## config.mk

```make
export PLATFORM = sky130hd
export DESIGN_NAME = qvr_round_sat
export DESIGN_NICKNAME = d
export VERILOG_FILES = /design/src/design/qvr_pkg.sv /design/src/design/qvr_round_sat.sv
export SDC_FILE = /design/constraint.sdc
export NUM_CORES = 1
export LEC_CHECK = 0
export ABC_AREA = 1
export BUFFER_PORTS_ARGS = -buffer_cell sky130_fd_sc_hd__buf_2
export CAP_MARGIN = 25
export CORE_AREA = 2 2 119 121
export CTS_BUF_LIST = sky130_fd_sc_hd__clkbuf_2
export CTS_CLUSTER_SIZE = 20
export DETAILED_ROUTE_END_ITERATION = 7
export DIE_AREA = 0 0 121 123
export PLACE_DENSITY = 0.82
export SLEW_MARGIN = 5
export SYNTH_ARGS = -nofsm -noshare
export SYNTH_HDL_FRONTEND = slang
export SYNTH_SLANG_ARGS = --single-unit
```

## constraint.sdc

```tcl
create_clock -name clock -period 5.2 [get_ports clock]
set_clock_uncertainty 0.1 [all_clocks]
set_input_delay 1.04 -clock clock [delete_from_list [all_inputs] [get_ports clock]]
set_output_delay 1.04 -clock clock [all_outputs]
set_load 0.05 [all_outputs]
```

## src/design/qvr_pkg.sv

```systemverilog
`timescale 1ns / 1ps

package qvr_pkg;

   // Number formats
   localparam int QUAT_WIDTH     = 16;
   localparam int QUAT_FRAC_BITS = 14;
   localparam int VEC_WIDTH      = 24;

   // Intermediate widths, all exact
   localparam int PROD1_WIDTH = QUAT_WIDTH + VEC_WIDTH;   // q * v
   localparam int PVEC_WIDTH  = PROD1_WIDTH + 2;          // sum of three products
   localparam int PROD2_WIDTH = PVEC_WIDTH + QUAT_WIDTH;  // p * q
   localparam int SUM_WIDTH   = PROD2_WIDTH + 2;          // sum of four products

   // Rounding and saturation
   localparam int SHIFT_BITS  = 2 * QUAT_FRAC_BITS;
   localparam int ACC_WIDTH   = ((SUM_WIDTH > SHIFT_BITS) ? SUM_WIDTH : SHIFT_BITS) + 1;
   localparam int SHIFT_WIDTH = ACC_WIDTH - SHIFT_BITS;
   localparam int CMP_WIDTH   = (SHIFT_WIDTH > VEC_WIDTH) ? SHIFT_WIDTH : VEC_WIDTH;

   typedef logic signed [QUAT_WIDTH-1:0]  quat_comp_type;
   typedef logic signed [VEC_WIDTH-1:0]   vec_comp_type;
   typedef logic signed [PROD1_WIDTH-1:0] prod1_type;
   typedef logic signed [PVEC_WIDTH-1:0]  pvec_type;
   typedef logic signed [PROD2_WIDTH-1:0] prod2_type;
   typedef logic signed [SUM_WIDTH-1:0]   sum_type;
   typedef logic signed [ACC_WIDTH-1:0]   acc_type;
   typedef logic signed [SHIFT_WIDTH-1:0] shift_type;
   typedef logic signed [CMP_WIDTH-1:0]   cmp_type;

   typedef struct packed {
      quat_comp_type w;
      quat_comp_type x;
      quat_comp_type y;
      quat_comp_type z;
   } quat_type;

   // Input item
   typedef struct packed {
      quat_type     quat;
      vec_comp_type vec_x;
      vec_comp_type vec_y;
      vec_comp_type vec_z;
   } req_data_type;

   // The twelve products q * v, named by quaternion and vector component
   typedef struct packed {
      prod1_type xx;
      prod1_type yy;
      prod1_type zz;
      prod1_type wx;
      prod1_type yz;
      prod1_type zy;
      prod1_type wy;
      prod1_type zx;
      prod1_type xz;
      prod1_type wz;
      prod1_type xy;
      prod1_type yx;
   } prod1_set_type;

   typedef struct packed {
      prod1_set_type prod;
      quat_type      quat;
   } stage1_type;

   // p = q * (0, v) with the quaternion carried along
   typedef struct packed {
      pvec_type pw;
      pvec_type px;
      pvec_type py;
      pvec_type pz;
      quat_type quat;
   } pquat_type;

   // The twelve products p * q, named by p component and q component
   typedef struct packed {
      prod2_type xw;
      prod2_type wx;
      prod2_type yz;
      prod2_type zy;
      prod2_type yw;
      prod2_type wy;
      prod2_type zx;
      prod2_type xz;
      prod2_type zw;
      prod2_type wz;
      prod2_type xy;
      prod2_type yx;
   } prod2_set_type;

   typedef struct packed {
      sum_type sx;
      sum_type sy;
      sum_type sz;
   } sum_set_type;

   // Result item
   typedef struct packed {
      vec_comp_type rot_x;
      vec_comp_type rot_y;
      vec_comp_type rot_z;
      logic         clipped;
   } rsp_data_type;

endpackage

```

## src/design/qvr_round_sat.sv

```systemverilog
`timescale 1ns / 1ps

// Stage 5: round half up, shift out the fraction, saturate. Output register.
module qvr_round_sat (
   input  logic                  clock,
   input  logic                  reset,
   input  logic                  in_valid,
   output logic                  in_ready,
   input  qvr_pkg::sum_set_type  in_data,
   output logic                  out_valid,
   input  logic                  out_ready,
   output qvr_pkg::rsp_data_type out_data
);

   localparam int AW = qvr_pkg::ACC_WIDTH;
   localparam int CW = qvr_pkg::CMP_WIDTH;
   localparam int VW = qvr_pkg::VEC_WIDTH;
   localparam int SB = qvr_pkg::SHIFT_BITS;

   localparam qvr_pkg::acc_type ROUND_HALF = AW'(1) << (SB - 1);
   localparam qvr_pkg::cmp_type VEC_MAX    = {{(CW - VW + 1){1'b0}}, {(VW - 1){1'b1}}};
   localparam qvr_pkg::cmp_type VEC_MIN    = ~VEC_MAX;

   typedef struct packed {
      qvr_pkg::vec_comp_type val;
      logic                  clip;
   } sat_type;

   function automatic sat_type round_sat(input qvr_pkg::sum_type s);
      qvr_pkg::acc_type   acc;
      qvr_pkg::shift_type shifted;
      qvr_pkg::cmp_type   ext;
      sat_type            r;
      acc     = AW'(s) + ROUND_HALF;
      shifted = $signed(acc[AW-1:SB]);
      ext     = CW'(shifted);
      if (ext > VEC_MAX) begin
         r.val  = VEC_MAX[VW-1:0];
         r.clip = 1'b1;
      end else if (ext < VEC_MIN) begin
         r.val  = VEC_MIN[VW-1:0];
         r.clip = 1'b1;
      end else begin
         r.val  = ext[VW-1:0];
         r.clip = 1'b0;
      end
      return r;
   endfunction

   logic                  valid_ff, valid_in;
   qvr_pkg::rsp_data_type data_ff, data_in;
   sat_type               sat_x, sat_y, sat_z;

   assign sat_x = round_sat(in_data.sx);
   assign sat_y = round_sat(in_data.sy);
   assign sat_z = round_sat(in_data.sz);

   // Output register, refilled whenever it is empty or being drained
   assign in_ready = !valid_ff || out_ready;
   assign valid_in = in_ready ? in_valid : valid_ff;

   always_comb begin
      data_in = data_ff;
      if (in_ready && in_valid) begin
         data_in.rot_x   = sat_x.val;
         data_in.rot_y   = sat_y.val;
         data_in.rot_z   = sat_z.val;
         data_in.clipped = sat_x.clip | sat_y.clip | sat_z.clip;
      end
   end

   always_ff @(posedge clock) begin
      if (reset) begin
         valid_ff <= 1'b0;
      end else begin
         valid_ff <= valid_in;
      end
   end

   always_ff @(posedge clock) begin
      data_ff <= data_in;
   end

   assign out_valid = valid_ff;
   assign out_data  = data_ff;

endmodule
```

=== Yosys cells after proc, flatten, opt, wreduce, memory -nomap -nowiden ===
Index checks and enable logic that the tools add are counted.

* Flip-flop bits (word level): 74
* Input port bits: 184
* Word-level logic and storage cells: 25
* Output and inout port bits: 75

* Magnitude comparators: 6
* Reductions and logical operators: 3
* Mux-type cells: 6
* Bitwise operators: 2
* Add/sub/neg operators: 3

{| class="wikitable"
|+ Operators by type and width
! operator !! number
|-
| $add A60 B29 Y61 const B || 3
|-
| $gt A33 B24 Y1 const B || 3
|-
| $lt A33 B24 Y1 const B || 3
|-
| $mux W25 || 3
|-
| $mux W1 || 3
|-
| $or A1 B1 Y1 || 2
|-
| $logic_and A1 B1 Y1 || 1
|-
| $logic_not A1 Y1 || 1
|-
| $logic_or A1 B1 Y1 || 1
|}

=== Logic depth before layout (Yosys ltp) ===
* Depth after elaboration: 6
* Depth in mapped cells: 16
* Depth with buffers taken out: 16

=== Worst setup path after synthesis ===
No wires, ideal clock.

* Kind: input to register
* Start: in in_valid
* End: reg data_ff, in the netlist out_data[0] (enable)
* Setup time: 0.528 ns
* Slack: -0.046 ns
* Arrival: 4.618 ns
* Stages on the path: 2
* Path buffers: 0
* Cell sequence: inv_1 > a21oi_1

* Word-level cells in the longest chain between the ends: 1

{| class="wikitable"
|+ RTL lines
! item !! RTL line !! RTL
|-
| from (decl) || qvr_round_sat.sv:7 || <nowiki>input logic in_valid,</nowiki>
|-
| $logic_and A1 B1 Y1 || qvr_round_sat.sv:64 || <nowiki>if (in_ready && in_valid) begin</nowiki>
|-
| to (signal assigned) || qvr_round_sat.sv:81 || <nowiki>data_ff <= data_in;</nowiki>
|-
| to (decl) || qvr_round_sat.sv:51 || <nowiki>qvr_pkg::rsp_data_type data_ff, data_in;</nowiki>
|}

No other way between the ends.
A chain may end at the register's enable or synchronous reset.

=== Final worst setup path ===
* Start: in in_data[27] in the netlist's numbering
* End: reg data_ff, in the netlist out_data[0], data pin

* Word-level cells in the longest chain between the ends: 5

{| class="wikitable"
|+ RTL lines
! item !! RTL line !! RTL
|-
| from (decl) || qvr_round_sat.sv:9 || <nowiki>input qvr_pkg::sum_set_type in_data,</nowiki>
|-
| $add A60 B29 Y61 * || qvr_round_sat.sv:34 || <nowiki>acc = AW'(s) + ROUND_HALF;</nowiki>
|-
| $lt A33 B24 Y1 || qvr_round_sat.sv:40 || <nowiki>end else if (ext < VEC_MIN) begin</nowiki>
|-
| $mux W25 || qvr_round_sat.sv:40 ||
|-
| $mux W1 * || qvr_round_sat.sv:37 || <nowiki>if (ext > VEC_MAX) begin</nowiki>
|-
| $or A1 B1 Y1 * || qvr_round_sat.sv:68 || <nowiki>data_in.clipped = sat_x.clip | sat_y.clip | sat_z.clip;</nowiki>
|}

Mark *: on every way between the ends. The rest lies on a longest branch, timed or not.

==> qor.txt <==
result of the run: finished, final reports clean
full die area: 14880 µm²
uppermost routed layer: met4
max-cap violation count: 0
total vias in the final route: 6039
clk sink count: 74
number of antenna violations at the first check in global routing: 1
utilization after layout: 52.42%
half-perimeter wire length after detailed placement: 13.14 mm
setup-violating endpoint count in the final report: 0
worst skew pair latency: 510 ps
Layout Area Growth over Synthesis: 19.69%
number of DRC markers after the initial detailed-route iteration: 470
Clk pin slew, worst setup/hold paths: 210 ps
area of the core region: 13610 µm²
launch point of the worst reg-to-reg path: out_valid
placement-stage worst setup slack: 1489 ps
part of the Yosys area used for sequential elements: 37.10%
detailed-route wire length per cell: 13.08 µm
number of distinct library cells after synthesis: 29
clock period minus final worst setup slack: 3140 ps
Min-Delay Endpoint: out_valid
synthesized area: 5962 µm²
static power due to leakage: 3.062 nW
number of cells on the worst hold path: 2
Async SR Flop Fraction: 0%
floorplan row count: 43
fraction of final layout cells sized beyond drive strength 1: 25.65%
post-detailed-route count of antenna-violating nets: 0
clock buffer count from CTS: 9
vias in the first global route: 5402
GPL Wtd Cong: 0.9653
synthesized instance count: 858
DR pass1 iterations: 6
setup ws final: 2060 ps
Highest Clock Rate: 0.3185 GHz
CP Max Fanout: 25
# port buffers: 177
count of flip-flops with a built-in enable after synthesis: 73
type of the worst setup path: in2reg
worst min path class: reg2reg
Gates resized, CTS repair: 0
path depth of the worst reg2reg path: 2
setup slack of the worst register-to-register path: 3060 ps
required time of the worst setup path: 5430 ps
Final Routed Wirelength: 15.99 mm
maximum root-to-sink buffer count: 2
number of nets in the layout: 1223
transition time at the pin with the least slew margin: 791.7 ps
grt ovf: 0
hold path startpoint: out_valid
CTS tree: done
number of synthesis warnings: 0
final hold vios: 0
fill cell instance count of the final layout: 1369
register bit count reported by yosys: 74
maximum VDD drop: 0.08682 mV
Final Slew Violations: 0
Via density: 4.942
routed metal-1 wire length: 6.863 mm
leading register cell type out of synthesis: sky130_fd_sc_hd__edfxtp_1
wire length of the first global-routing pass: 25.20 mm
met3 wire len: 1.121 mm
quantity of hold-fixing buffers added after cts: 0
total global-route track usage: 21.56%
initial core utilization: 43.80%
fraction of the cycle the final worst path needs: 60.38%
CTS HTree Levels: 3
horizontal die dimension: 121 µm
summed negative setup slack over all endpoints: 0 ps
mean instance size in the synthesized netlist: 6.949 µm²
clock root buffer master: sky130_fd_sc_hd__clkbuf_2
Post-CTS Repair Setup Buffers: 0
RSZ-0062 raised after global routing: no
length of routed met2 wiring: 7.613 mm
overall power after layout: 1.536 mW
y dimension of the die: 123 µm
critical path startpoint category: input pin
Worst EP arrival: 3370 ps
element type at the critical path end: flop
largest net degree at the start of global routing: 50
Critical R2R Capture: out_data[40]
number of nets produced by synthesis: 1045
pwr dens: 215.2 nW/µm²
total I/O pin count: 259
DRC errors left: 0
worst relative slew slack: 47.10%
area by class of cell:
type / instances / area [µm²] / share of cell area [%]
well taps: 180 / 225.2 / 3.156
repair buffers: 178 / 893.4 / 12.52
clock inverters: 6 / 105.1 / 1.473
multi-input cells: 716 / 3431 / 48.08
clock buffers: 10 / 50.05 / 0.7014
inverters: 57 / 216.5 / 3.033
diodes: 1 / 2.502 / 0.03507
flip-flops and latches: 74 / 2212 / 31.00
cell families (layout without fill, tap and decap cells):
group / after synthesis / after routing / share of synthesized area [%]
buffers and inverters: 68 / 251 / 5.540
xor gates and xnor gates: 45 / 45 / 6.611
adders and majority gates: 3 / 3 / 0.6297
and+or+nand+nor: 639 / 639 / 46.93
other: 0 / 1 / 0
AOI/OAI and AO/OA: 29 / 29 / 3.190
DFF: 74 / 74 / 37.10
power breakdown:
| group | internal (mW) | switching [mW] | total, mW |
|---|---|---|---|
| Combinational | 0.109 | 0.295 | 0.404 |
| Sequential | 0.700 | 0.00883 | 0.709 |
| Clock | 0.206 | 0.216 | 0.422 |
| Total | 1.02 | 0.520 | 1.54 |
cell usage after synthesis (all sizes together), types with 11 or more instances:
cell type	instances	share of area, %
nand2	367	24
nand3	54	4.8
nor3	18	1.8
or2	13	1.4
xnor2	19	2.8
nor2	157	12
xor2	26	3.8
inv	57	3.6
o21ai	22	2.5
buf	11	1.9
nand3b	19	2.4
edfxtp	73	37
metal layers:
metal  up-vias  global-route usage (%)
met5         -                       0
met4         0                   9.666
met3        35                   2.537
met2       236                   36.76
met1      2657                   27.55
li1       3111                       -
registers in the layout, indices dropped and copies added, names as in the netlist:
register	flops
out_data	73
out_valid	1
worst max path at each step:
stage / from / endpoint / slack [ps] / cells past startpoint
2_1_floorplan: out_ready / out_data[0] / 1450 / 2
3_3_place_gp: in_data[27] / out_data[0] / 1520 / 15
3_5_place_dp: in_data[27] / out_data[0] / 1490 / 15
4_1_cts: in_data[27] / out_data[0] / 2100 / 15
5_1_grt: in_data[27] / out_data[0] / 1780 / 15
6_report: in_data[27] / out_data[0] / 2060 / 15
through the flow:
step | instance area [µm²] | cells | hold WS [ps]
after floorplan | 5966 | 858 | 983.1
final | 7136 | 1222 | 452.8
after detailed placement | 6978 | 1205 | 432.5
after global routing | 7136 | 1222 | 492.0
after global placement | 6978 | 1205 | 411.8
after CTS | 7133 | 1221 | 455.4
cells in the final DEF (no fill, tap or decap):
cell                         count
sky130_fd_sc_hd__nand2_1       354
sky130_fd_sc_hd__buf_2         177
sky130_fd_sc_hd__nor2_1        131
sky130_fd_sc_hd__edfxtp_1       73
sky130_fd_sc_hd__inv_1          53
sky130_fd_sc_hd__nand3_1        51
sky130_fd_sc_hd__xor2_1         26
sky130_fd_sc_hd__nor2_2         19
sky130_fd_sc_hd__nand3b_1       19
sky130_fd_sc_hd__xnor2_1        19
sky130_fd_sc_hd__nor3_1         15
sky130_fd_sc_hd__or2_2          13
sky130_fd_sc_hd__o21ai_2        11
sky130_fd_sc_hd__o21ai_0        11
sky130_fd_sc_hd__nand2_2        10
sky130_fd_sc_hd__clkbuf_2       10
sky130_fd_sc_hd__nand4_1         8
sky130_fd_sc_hd__nor2_4          7
sky130_fd_sc_hd__a21oi_1         5
sky130_fd_sc_hd__inv_2           3
sky130_fd_sc_hd__and2_1          3
sky130_fd_sc_hd__nand2_4         3
sky130_fd_sc_hd__nand3_2         3
sky130_fd_sc_hd__nor3_2          3
sky130_fd_sc_hd__ha_1            3
sky130_fd_sc_hd__bufinv_16       3
sky130_fd_sc_hd__clkinv_1        2
sky130_fd_sc_hd__diode_2         1
sky130_fd_sc_hd__a21oi_4         1
sky130_fd_sc_hd__inv_4           1
sky130_fd_sc_hd__a31o_2          1
sky130_fd_sc_hd__clkinvlp_4      1
sky130_fd_sc_hd__dfxtp_1         1
sky130_fd_sc_hd__buf_4           1
critical path, cell delays in order:
cell and delay, ps:
sky130_fd_sc_hd__buf_2 140, sky130_fd_sc_hd__ha_1 200, sky130_fd_sc_hd__nand3_1 170, sky130_fd_sc_hd__inv_1 110
sky130_fd_sc_hd__nand3_1 150, sky130_fd_sc_hd__nor2_2 240, sky130_fd_sc_hd__nand3_1 100, sky130_fd_sc_hd__nand2_1 90
sky130_fd_sc_hd__nand2_1 50, sky130_fd_sc_hd__nor2_1 110, sky130_fd_sc_hd__nand3_1 80, sky130_fd_sc_hd__nand2_1 580
sky130_fd_sc_hd__nand2_1 130, sky130_fd_sc_hd__nor2_1 110, sky130_fd_sc_hd__nand2_1 50
No activity file was read; power rests on OpenSTA's default activity.
